**config.mk**
```make
export PLATFORM = sky130hd
export DESIGN_NAME = oqpsk_half_sine_chip_modulator
export DESIGN_NICKNAME = d
export VERILOG_FILES = /design/src/rtl/core/oqpsk_pkg.sv /design/src/rtl/core/oqpsk_pulse.sv /design/src/rtl/core/oqpsk_seq.sv /design/src/rtl/core/oqpsk_half_sine_chip_modulator.sv
export SDC_FILE = /design/constraint.sdc
export NUM_CORES = 1
export LEC_CHECK = 0
export BUFFER_PORTS_ARGS = -buffer_cell sky130_fd_sc_hd__buf_4
export CORE_MARGIN = 3
export CORE_UTILIZATION = 56
export DETAILED_ROUTE_END_ITERATION = 8
export PLACE_DENSITY = 0.75
export SLEW_MARGIN = 20
export SYNTH_ARGS = -nofsm -noshare
export SYNTH_HDL_FRONTEND = slang
export SYNTH_SLANG_ARGS = --single-unit
```
**constraint.sdc**
```tcl
create_clock -name i_clk -period 4.94 [get_ports i_clk]
set_input_delay 0 -clock i_clk [delete_from_list [all_inputs] [get_ports i_clk]]
set_output_delay 0 -clock i_clk [all_outputs]
set_load 0.1 [all_outputs]
```
**src/rtl/core/oqpsk_pkg.sv**
```systemverilog
package oqpsk_pkg;

    localparam int SPC_DEFAULT         = 8;
    localparam int SAMPLE_BITS_DEFAULT = 12;
    localparam int OUT_W               = 12;
    localparam int SYM_W               = 4;

    localparam logic [3:0] PAIR_LAST = 4'd15;

    localparam logic CMD_LOAD = 1'b0;
    localparam logic CMD_TICK = 1'b1;

    typedef enum logic [1:0] {
        KIND_SAMPLE      = 2'd0,
        KIND_LOAD_OK     = 2'd1,
        KIND_LOAD_REJECT = 2'd2
    } t_kind;

    typedef struct packed {
        t_kind              kind;
        logic               symbol_start;
        logic [OUT_W-1:0]   q_sample;
        logic [OUT_W-1:0]   i_sample;
    } t_result;

    // chip 0 in bit 31
    localparam logic [31:0] CHIP_TABLE [16] = '{
        32'hD9C3522E, 32'hED9C3522, 32'h2ED9C352, 32'h22ED9C35,
        32'h522ED9C3, 32'h3522ED9C, 32'hC3522ED9, 32'h9C3522ED,
        32'h8C96077B, 32'hB8C96077, 32'h7B8C9607, 32'h77B8C960,
        32'h077B8C96, 32'h6077B8C9, 32'h96077B8C, 32'hC96077B8
    };

    localparam logic [63:0] HALF_PI_Q30 = 64'd1686629713;
    localparam logic [63:0] ONE_Q30     = 64'd1073741824;

    // q30 taylor sine, clamped to [0, 1], scaled by amp with rounding
    function automatic logic [63:0] sine_mag(input logic [63:0] theta,
                                             input logic [63:0] amp);
        logic [63:0]        t2;
        logic [63:0]        term;
        logic signed [63:0] sum;
        t2   = (theta * theta) >> 30;
        term = theta;
        sum  = signed'(theta);
        term = ((term * t2) >> 30) / 64'd6;
        sum  = sum - signed'(term);
        term = ((term * t2) >> 30) / 64'd20;
        sum  = sum + signed'(term);
        term = ((term * t2) >> 30) / 64'd42;
        sum  = sum - signed'(term);
        term = ((term * t2) >> 30) / 64'd72;
        sum  = sum + signed'(term);
        term = ((term * t2) >> 30) / 64'd110;
        sum  = sum - signed'(term);
        term = ((term * t2) >> 30) / 64'd156;
        sum  = sum + signed'(term);
        term = ((term * t2) >> 30) / 64'd210;
        sum  = sum - signed'(term);
        if (sum < 0) begin
            sum = '0;
        end
        if (sum > signed'(ONE_Q30)) begin
            sum = signed'(ONE_Q30);
        end
        return (amp * unsigned'(sum) + (64'd1 << 29)) >> 30;
    endfunction

endpackage

```
**src/rtl/core/oqpsk_pulse.sv**
```systemverilog
module oqpsk_pulse #(
    parameter int SPC         = oqpsk_pkg::SPC_DEFAULT,
    parameter int SAMPLE_BITS = oqpsk_pkg::SAMPLE_BITS_DEFAULT
) (
    input  logic                         i_en,
    input  logic                         i_chip,
    input  logic [$clog2(2*SPC)-1:0]     i_pos,
    output logic [oqpsk_pkg::OUT_W-1:0]  o_sample
);

    localparam int POS_W = $clog2(2*SPC);
    localparam int Q_W   = $clog2(SPC+1);
    localparam int MAG_W = SAMPLE_BITS - 1;
    localparam int EXT_W = (SAMPLE_BITS > oqpsk_pkg::OUT_W) ? SAMPLE_BITS : oqpsk_pkg::OUT_W;
    localparam logic [63:0] AMP = (64'd1 << (SAMPLE_BITS - 1)) - 64'd1;

    logic [MAG_W-1:0] mag_rom [SPC+1];

    for (genvar g = 0; g <= SPC; g++) begin : g_rom
        localparam logic [63:0] THETA = (oqpsk_pkg::HALF_PI_Q30 * 64'(g)) / 64'(SPC);
        assign mag_rom[g] = MAG_W'(oqpsk_pkg::sine_mag(THETA, AMP));
    end

    logic [Q_W-1:0]   q;
    logic [EXT_W-1:0] mag_ext;
    logic [EXT_W-1:0] val;

    // distance to the nearer pulse end
    always_comb begin
        if (i_pos <= POS_W'(SPC)) begin
            q = Q_W'(i_pos);
        end else begin
            q = Q_W'((POS_W+1)'(2*SPC) - {1'b0, i_pos});
        end
        mag_ext  = EXT_W'(mag_rom[q]);
        val      = i_chip ? mag_ext : (EXT_W'(0) - mag_ext);
        o_sample = i_en ? val[oqpsk_pkg::OUT_W-1:0] : '0;
    end

endmodule

```
**src/rtl/core/oqpsk_seq.sv**
```systemverilog
module oqpsk_seq #(
    parameter int SPC         = oqpsk_pkg::SPC_DEFAULT,
    parameter int SAMPLE_BITS = oqpsk_pkg::SAMPLE_BITS_DEFAULT
) (
    input  logic                          i_clk,
    input  logic                          i_rst_n,
    input  logic                          i_step,
    input  logic                          i_command,
    input  logic [oqpsk_pkg::SYM_W-1:0]   i_symbol,
    output oqpsk_pkg::t_result            o_result
);

    localparam int POS_W = $clog2(2*SPC);
    localparam logic [POS_W-1:0] POS_SPC       = POS_W'(SPC);
    localparam logic [POS_W-1:0] POS_HALF_LAST = POS_W'(SPC - 1);
    localparam logic [POS_W-1:0] POS_LAST      = POS_W'(2*SPC - 1);

    logic [31:0]                   r_chip_word;
    logic [oqpsk_pkg::SYM_W-1:0]   r_pend_sym;
    logic                          r_pend_valid;
    logic [3:0]                    r_pair;
    logic [POS_W-1:0]              r_pos;
    logic                          r_active;
    logic                          r_last_q_chip;
    logic                          r_last_q_valid;

    logic                          tick;
    logic                          start_now;
    logic                          eff_active;
    logic [31:0]                   eff_word;
    logic                          pos_hi;
    logic [3:0]                    q_pair;
    logic                          q_use_last;
    logic                          i_en;
    logic                          q_en;
    logic                          i_chip;
    logic                          q_chip;
    logic [POS_W-1:0]              q_pos;
    logic [oqpsk_pkg::OUT_W-1:0]   i_val;
    logic [oqpsk_pkg::OUT_W-1:0]   q_val;

    always_comb begin
        tick       = (i_command == oqpsk_pkg::CMD_TICK);
        start_now  = tick && !r_active && r_pend_valid &&
                     (!r_last_q_valid || (r_pos == '0 && r_pair == '0));
        eff_active = r_active || start_now;
        eff_word   = start_now ? oqpsk_pkg::CHIP_TABLE[r_pend_sym] : r_chip_word;
        pos_hi     = (r_pos >= POS_SPC);
        q_pair     = pos_hi ? r_pair : (r_pair - 4'd1);
        q_pos      = pos_hi ? (r_pos - POS_SPC) : (r_pos + POS_SPC);
        q_use_last = !eff_active || (!pos_hi && r_pair == '0);
        i_chip     = eff_word[{~r_pair, 1'b1}];
        q_chip     = q_use_last ? r_last_q_chip : eff_word[{~q_pair, 1'b0}];
        i_en       = tick && eff_active;
        q_en       = tick && (q_use_last ? r_last_q_valid : 1'b1);

        o_result.i_sample     = i_val;
        o_result.q_sample     = q_val;
        o_result.symbol_start = tick && eff_active && r_pos == '0 && r_pair == '0;
        if (tick) begin
            o_result.kind = oqpsk_pkg::KIND_SAMPLE;
        end else if (r_pend_valid) begin
            o_result.kind = oqpsk_pkg::KIND_LOAD_REJECT;
        end else begin
            o_result.kind = oqpsk_pkg::KIND_LOAD_OK;
        end
    end

    oqpsk_pulse #(
        .SPC         (SPC),
        .SAMPLE_BITS (SAMPLE_BITS)
    ) u_pulse_i (
        .i_en     (i_en),
        .i_chip   (i_chip),
        .i_pos    (r_pos),
        .o_sample (i_val)
    );

    oqpsk_pulse #(
        .SPC         (SPC),
        .SAMPLE_BITS (SAMPLE_BITS)
    ) u_pulse_q (
        .i_en     (q_en),
        .i_chip   (q_chip),
        .i_pos    (q_pos),
        .o_sample (q_val)
    );

    always_ff @(posedge i_clk) begin
        if (!i_rst_n) begin
            r_pend_valid   <= 1'b0;
            r_pair         <= '0;
            r_pos          <= '0;
            r_active       <= 1'b0;
            r_last_q_valid <= 1'b0;
        end else if (i_step) begin
            if (!tick) begin
                if (!r_pend_valid) begin
                    r_pend_sym   <= i_symbol;
                    r_pend_valid <= 1'b1;
                end
            end else begin
                if (start_now) begin
                    r_chip_word  <= eff_word;
                    r_pend_valid <= 1'b0;
                    r_active     <= 1'b1;
                end
                if (eff_active) begin
                    if (r_pair == '0 && r_pos == POS_HALF_LAST) begin
                        r_last_q_valid <= 1'b0;
                    end
                    if (r_pair == oqpsk_pkg::PAIR_LAST && r_pos == POS_LAST) begin
                        r_last_q_chip  <= eff_word[0];
                        r_last_q_valid <= 1'b1;
                        r_active       <= 1'b0;
                        r_pos          <= '0;
                        r_pair         <= '0;
                    end else if (r_pos == POS_LAST) begin
                        r_pos  <= '0;
                        r_pair <= r_pair + 4'd1;
                    end else begin
                        r_pos <= r_pos + POS_W'(1);
                    end
                end else if (r_last_q_valid) begin
                    // trailing quadrature tail
                    if (r_pos == POS_HALF_LAST) begin
                        r_last_q_valid <= 1'b0;
                        r_pos          <= '0;
                    end else begin
                        r_pos <= r_pos + POS_W'(1);
                    end
                end
            end
        end
    end

endmodule

```
**src/rtl/core/oqpsk_half_sine_chip_modulator.sv**
```systemverilog
// channel  dir  tdata                            tuser
// s_axis   in   [3:0] symbol                     [0] command (0 load, 1 tick)
// m_axis   out  [11:0] i_sample, [23:12] q_sample [1:0] kind, [2] symbol_start
//
// one transaction per cycle in while the output is not stalled, one result per transaction out
// the output register is loaded with the result of an input transaction as it is accepted
// a symbol lasts 32*SPC ticks, the last q chip tail SPC more
// synchronous active-low reset clears slot, counters and output valid
// output stall holds the register; input is taken when it is empty or draining
module oqpsk_half_sine_chip_modulator #(
    parameter int SPC         = oqpsk_pkg::SPC_DEFAULT,
    parameter int SAMPLE_BITS = oqpsk_pkg::SAMPLE_BITS_DEFAULT
) (
    input  logic         i_clk,
    input  logic         i_rst_n,
    input  logic         s_axis_tvalid,
    output logic         s_axis_tready,
    input  logic [7:0]   s_axis_tdata,   // [3:0] symbol, [7:4] zero
    input  logic         s_axis_tuser,   // [0] command
    output logic         m_axis_tvalid,
    input  logic         m_axis_tready,
    output logic [23:0]  m_axis_tdata,   // [11:0] i_sample, [23:12] q_sample
    output logic [2:0]   m_axis_tuser    // [1:0] kind, [2] symbol_start
);

    oqpsk_pkg::t_result result;
    oqpsk_pkg::t_result r_out;
    logic               r_out_valid;
    logic               step;

    assign s_axis_tready = !r_out_valid || m_axis_tready;
    assign step          = s_axis_tvalid && s_axis_tready;

    oqpsk_seq #(
        .SPC         (SPC),
        .SAMPLE_BITS (SAMPLE_BITS)
    ) u_seq (
        .i_clk     (i_clk),
        .i_rst_n   (i_rst_n),
        .i_step    (step),
        .i_command (s_axis_tuser),
        .i_symbol  (s_axis_tdata[oqpsk_pkg::SYM_W-1:0]),
        .o_result  (result)
    );

    always_ff @(posedge i_clk) begin
        if (!i_rst_n) begin
            r_out_valid <= 1'b0;
        end else if (step) begin
            r_out_valid <= 1'b1;
            r_out       <= result;
        end else if (m_axis_tready) begin
            r_out_valid <= 1'b0;
        end
    end

    assign m_axis_tvalid = r_out_valid;
    assign m_axis_tdata  = {r_out.q_sample, r_out.i_sample};
    assign m_axis_tuser  = {r_out.symbol_start, r_out.kind};

endmodule
```
==> results by group, run 1 <==
Timing
  – Slew @ Worst Pin: 1.01 ns
  – Crit path time final: 4.26 ns
  – RSZ-0062 raised after global routing: no
  – Fin. max-slew vios: 0
  – Final period utilization: 86.2%
  – Sum Neg Setup Slack: 0 ns
  – Final setup vio count: 0
  – Slew margin rel.: 32.5%
  – FMAX: 235 MHz
  – Final hold vios: 0
  – Final Skew: 0.00973 ns
  – Setup ws final: 0.681 ns

Run status
  – Status: finished clean

Placement
  – # port buffers: 37
  – GPL Wtd Cong: 0.899
  – Placed inst area: 6100 µm²
  – Detailed placement HPWL: 9470 µm
  – Worst Setup Slack post-DPL: 0.808 ns
  – Dpl cells: 795

Global route
  – GR peak layer: met2
  – GRT overflow: 0
  – GRT Total Usage: 24.6%
  – Met3 GRT Util: 3.00%
  – Initial antenna violation count: 0
  – First-pass GRT wire length: 22700 µm
  – Met2 global-route usage: 37.4%
  – Number of global-route vias before repair: 4677
  – Largest net degree at the start of global routing: 50
  – Met1 Use GR: 35.8%

Synthesis
  – Yosys Warn Count: 0
  – Async set or reset register ratio after synthesis: 0%
  – Mean Syn Cell Area: 8.82 µm²
  – Post-synth EDFFs: 64
  – Netlist cell types: 74
  – Cell count after synthesis: 652
  – Sequential area share after synthesis: 37.6%
  – Commonest register cell after synthesis: edfxtp_1
  – Synth Cell Area: 5750 µm²
  – Synthesized Nets: 688
  – Yosys reg bits: 76

Power and ir drop
  – IR drop worst, VDD: 0.135 mV
  – Combinational Power Share: 13.4%
  – Sequential share of power: 51.7%
  – Switching Fraction: 27.6%
  – Leakage: 0.00248 µW
  – Psw: 380 µW
  – PD cells: 216 nW/µm²
  – Clock power share: 34.9%
  – Internal power: 996 µW

Worst setup path
  – Critical Path RT: 5.06 ns
  – R2R Path End: m_axis_tdata[22]
  – Worst r2r src: u_seq.r_pos[1]
  – Maximum fanout along the worst path: 9
  – CP Launch Type: register
  – Setup Crit Path Kind: register to register
  – R2R Setup Slk: 0.68 ns
  – Worst reg2reg path depth: 16
  – Critical path data arrival time: 4.38 ns
  – Critical Path Sink Type: register

Layout
  – Non-Filler Instances: 819
  – Layout cell share with drive strength beyond 1: 14.7%
  – N_diodes: 0
  – Final core occ: 64.7%
  – Most frequent cells in the layout: nor2_1, nand2_1, edfxtp_1
  – Layout area overhead: 11.0%
  – Final instance area: 6380 µm²
  – Commonest non-fill, non-tap cell in the layout: nor2_1
  – Final net count: 717

Clocking
  – CTS clk-pin slew, worst paths: 0.08 ns
  – H-tree levels: 3
  – CTS tree: built
  – Root buf cell: clkbuf_8
  – CTS Buf Count: 9
  – Clock Tree Buf Depth: 2
  – Clock Latency Late Sink: 0.36 ns
  – CTS Sinks: 76

Route
  – Routed wire length: 13700 µm
  – Via density: 6.12
  – Drt pass-1 iters: 5
  – Remaining DRCs: 0
  – DR vias: 5009
  – Detailed router's first-iteration violation count: 419
  – Avg WL per Cell: 16.7 µm
  – ANT nets after route: 0

Min path
  – WHS Endpoint: u_seq.r_pend_valid
  – Hold Startpoint: m_axis_tready
  – Hold Path Stages: 5
  – Hold Path Class: input pin to register

Die
  – Core Rows: 36
  – Core area: 9860 µm²
  – Chip height: 107 µm
  – IO Pins: 42
  – Area of the die: 11500 µm²
  – DIE WIDTH: 107 µm
  – Initial Util: 58.3%

Job
  – Max-cap viol count: 0
critical path: stages (launching register included):
cell      delay (ns)
dfxtp_1         0.40
inv_1           0.14
ha_1            0.28
nor2b_1         0.33
nor2_1          0.07
a21oi_1         0.33
inv_1           0.20
ha_1            0.35
o21ai_0         0.50
nor2_1          0.16
ha_1            0.25
o211ai_1        0.15
nor2_1          0.07
nand2_1         0.09
nor3_1          0.07
a41oi_1         0.27
mux2_2          0.36
through the flow:
step | hold WS, ns | total power [µW]
floorplan | 0.0989 | 863
global placement | 0.179 | 898
detailed placement | 0.179 | 902
global route | 0.316 | 1420
finish | 0.274 | 1380
CTS | 0.236 | 1380
logic make-up (layout without fill, tap and decap cells):
family | after synthesis | in the layout | synth area share [%]
and+or+nand+nor | 269 | 269 | 23.2
AOI/OAI and AO/OA | 174 | 174 | 19.7
DFF | 76 | 76 | 37.6
buffers and inverters | 61 | 95 | 5.00
xor gates and xnor gates | 25 | 25 | 3.94
muxes | 24 | 24 | 5.63
adders and majority gates | 23 | 23 | 5.00
final cells by class:
class                           instances  area, µm²
Fill cell                             849       3480
Multi-Input combinational cell        515       3310
Tap cell                              133        166
Sequential cell                        76       2160
Clock buffer                           13        180
Clock inverter                          3       16.3
Inverter                               18       67.6
Timing Repair Buffer                   61        478
per-layer routing:
metal / wire length, µm / part of all wire (%)
met1: 6370 / 46
met3: 855 / 6.2
met5: 0 / 0
met2: 6230 / 45
met4: 253 / 1.8
power groups by stage:
stage	combinational, µW	clock, µW	sequential (µW)
after global placement	173	0	725
after global routing	197	511	712
after detailed placement	177	0	725
after floorplan	82.6	0	781
final	184	481	711
after CTS	183	490	711
cells in the mapped netlist, types with 3 or more instances:
library cell	count	area share, %
mux2i_1	14	2.4
nor4_1	5	0.54
nand2_1	69	4.5
dfxtp_1	12	4.2
nor3_1	25	2.2
a21o_1	4	0.52
o31ai_1	5	0.65
a21oi_1	41	3.6
a211o_1	3	0.46
clkbuf_1	19	1.2
buf_1	6	0.39
a21boi_0	7	0.91
edfxtp_1	64	33
o22a_1	3	0.46
mux4_2	5	2.0
buf_2	11	0.96
buf_6	5	0.98
o21a_1	8	1.0
mux2_2	4	0.78
nand2b_1	12	1.3
nor4b_1	3	0.46
o21ai_0	55	4.8
xnor2_1	18	2.7
inv_1	17	1.1
nand4_1	6	0.65
or2_2	5	0.54
xor2_1	6	0.91
o22ai_1	5	0.54
or3_1	8	0.87
and3_1	4	0.43
a31oi_1	10	1.1
ha_1	23	5.0
and2_1	12	1.3
o211ai_1	6	0.78
nand3_1	19	1.7
a211oi_1	5	0.65
nor2_1	72	4.7
nor2b_1	11	1.2
worst max path at each step:
stage	to	from
floorplan	u_seq.r_chip_word[0]	u_seq.r_pair[0]
global placement	m_axis_tdata[22]	u_seq.r_pos[1]
detailed placement	m_axis_tdata[22]	u_seq.r_pos[1]
CTS	m_axis_tdata[22]	u_seq.r_pos[1]
global route	m_axis_tdata[22]	u_seq.r_pos[1]
finish	m_axis_tdata[22]	u_seq.r_pos[1]
state kept, by name, indices dropped and copies added, names as in the netlist:
| signal | flops |
|---|---|
| u_seq.r_pend_sym | 4 |
| u_seq.r_pend_valid | 1 |
| u_seq.r_active | 1 |
| m_axis_tdata | 24 |
| u_seq.r_pair | 4 |
| u_seq.r_last_q_chip | 1 |
| m_axis_tvalid | 1 |
| u_seq.r_last_q_valid | 1 |
| m_axis_tuser | 3 |
| u_seq.r_pos | 4 |
| u_seq.r_chip_word | 32 |
timing repair:
item | CTS | global route
setup endpoints to repair | 0 | 0
buffers inserted | 0 | 0
endpoints found under the hold margin | 18 | 0
gates resized for setup | 0 | 0
hold buffers | 8 | 0
(Power assumes the default switching activity.)
==> run 2: changes to the inputs <==
Settings changed: CAP_MARGIN set to 20, SLEW_MARGIN 20 to unset.
Clock period 4.94 ns to 4 ns, I/O delays scaled along.
==> run 2 against run 1 <==
Against the previous run:
- final cell count grew 2.0%
- die area is the same
- non-clock buffer count grew 16
- sequential power grew 23%
- largest cell class unchanged
- largest power group unchanged
- clock skew shrank 0.0016 ns
- power grew 23%
- hold slack lost 0.26 ns
- sequential share of layout area shrank 0.59 points
==> results by group, run 2 (synthesis results as in run 1) <==
Run status
  – Status: finished clean

Power and ir drop
  – Clock power share: 34.3%
  – Leakage: 0.00256 µW
  – Combinational Power Share: 13.6%
  – Internal power: 1230 µW
  – Sequential share of power: 52.0%
  – Total power: 1690 µW
  – PD cells: 260 nW/µm²
  – IR drop worst, VDD: 0.196 mV
  – Psw: 457 µW
  – Switching Fraction: 27.1%

Worst setup path
  – Ordered list of cells on the worst path: inv_1 > ha_1 > nor2b_1 > nor2_1 > a21oi_2 > inv_1 > ha_1 > o21ai_1 > nor2_1 > ha_1 > o211ai_1 > nor2_1 > nand2_1 > nor3_1 > a41oi_1 > mux2_2
  – Maximum fanout along the worst path: 7
  – R2R Setup Slk: 0.43 ns
  – Slowest cell delay on critical path: 0.33 ns
  – CP startpoint: u_seq.r_pos[1]
  – Setup Crit Path Kind: register to register
  – Worst r2r src: u_seq.r_pos[1]
  – Critical path buffers and inverters: 2
  – Critical Path RT: 4.12 ns
  – CP delay by family, top: simple AND/OR/NAND/NOR gates
  – Critical path data arrival time: 3.69 ns
  – Critical path's slowest cell: ha_1
  – Critical Path Sink Type: register
  – CP Launch Type: register

Timing
  – RSZ-0062 raised after global routing: no
  – Crit path time final: 3.57 ns
  – Slew margin rel.: 39.0%
  – Slew @ Worst Pin: 0.909 ns
  – Sum Neg Setup Slack: 0 ns
  – Final setup vio count: 0
  – Final period utilization: 89.3%
  – FMAX: 280 MHz
  – Fin. max-slew vios: 0
  – Final hold vios: 0
  – Setup ws final: 0.428 ns
  – Final Skew: 0.00811 ns

Route
  – Detailed router's first-iteration violation count: 455
  – Drt pass-1 iters: 6
  – Via density: 6.06
  – ANT nets after route: 0
  – Remaining DRCs: 0
  – Avg WL per Cell: 16.3 µm
  – DR vias: 5064
  – Routed wire length: 13600 µm

Die
  – Chip height: 107 µm
  – DIE WIDTH: 107 µm
  – Core area: 9860 µm²
  – IO Pins: 42
  – Area of the die: 11500 µm²
  – Core Rows: 36
  – Initial Util: 58.3%

Clocking
  – CTS clk-pin slew, worst paths: 0.08 ns
  – CTS Sinks: 76
  – Post-CTS Setup Inserts: 0
  – H-tree levels: 3
  – Root buf cell: clkbuf_8
  – Clock Latency Late Sink: 0.36 ns
  – Clock Tree Buf Depth: 2
  – CTS tree: built
  – CTS Buf Count: 9

Layout
  – Most frequent cells in the layout: nor2_1, buf_4, nand2_1
  – Commonest non-fill, non-tap cell in the layout: nor2_1
  – Non-Filler Instances: 835
  – Largest register FFs: 32
  – Layout area overhead: 12.9%
  – N_diodes: 0
  – Final net count: 733
  – Layout cell share with drive strength beyond 1: 17.0%
  – Register with the most flip-flops: u_seq.r_chip_word

Global route
  – Initial antenna violation count: 0
  – GRT Total Usage: 24.3%
  – Number of global-route vias before repair: 4646
  – GRT overflow: 0
  – First-pass GRT wire length: 22500 µm
  – Largest net degree at the start of global routing: 33

Min path
  – Hold Startpoint: s_axis_tuser
  – Hold Path Class: input pin to register

Placement
  – # port buffers: 37
  – Detailed placement HPWL: 9700 µm
  – Dpl cells: 812
  – GPL Wtd Cong: 0.913
  – Worst Setup Slack post-DPL: 0.395 ns

Job
  – Max-cap viol count: 0
## run 2: path summary, 6_finish.rpt
kind,depth (start not counted),endpoint
setup / recovery,16,m_axis_tdata[22]
hold / removal,2,m_axis_tuser[1]
setup reg to reg,16,m_axis_tdata[22]
hold reg to reg,2,u_seq.r_chip_word[9]
## run 2: cell type report
cell class              instances  area, µm²
fillers                       828       3370
multi-input cells             515       3310
flip-flops and latches         76       2160
repair buffers                 77        596
clock buffers                  12        176
well taps                     133        166
inverters                      18       67.6
clock inverters                 4       20.0
## run 2: per-stage QoR
stage	area [µm²]	utilization [%]	hold slack, ns
after floorplan	5760	-	0.0989
after global placement	6230	63.1	0.178
after detailed placement	6230	63.1	0.180
after CTS	6490	65.8	0.000163
after global routing	6500	65.9	0.00941
final	6500	65.9	0.0136
## run 2: power groups by stage
stage          registers, µW  clock network, µW  logic [µW]
3_3_place_gp             895                  0         219
4_1_cts                  877                592         230
6_report                 878                579         230
3_5_place_dp             895                  0         224
2_1_floorplan            964                  0         102
5_1_grt                  879                626         247
## run 2: timing repair
action                                  in CTS  in global routing
resized for setup                            0                  1
endpoints found under the hold margin       16                  0
hold buffers                                 7                  0
endpoints found under the setup margin       0                  1
## run 2: worst reg2reg max path, cell delays in order (launching register included)
cell	delay, ns
dfxtp_1	0.31
inv_1	0.10
ha_1	0.29
nor2b_1	0.20
nor2_1	0.07
a21oi_2	0.26
inv_1	0.10
ha_1	0.33
o21ai_1	0.10
nor2_1	0.19
ha_1	0.22
o211ai_1	0.14
nor2_1	0.13
nand2_1	0.09
nor3_1	0.33
a41oi_1	0.18
mux2_2	0.30
## run 2: routing by layer
metal  vias to the layer above  share of wire, %  global-route usage (%)
met2                       181                45                    36.4
li1                       2467                 -                       -
met5                         -                 0                       0
met4                         0               1.8                    8.93
met1                      2389                46                    35.5
met3                        27               6.9                    4.14
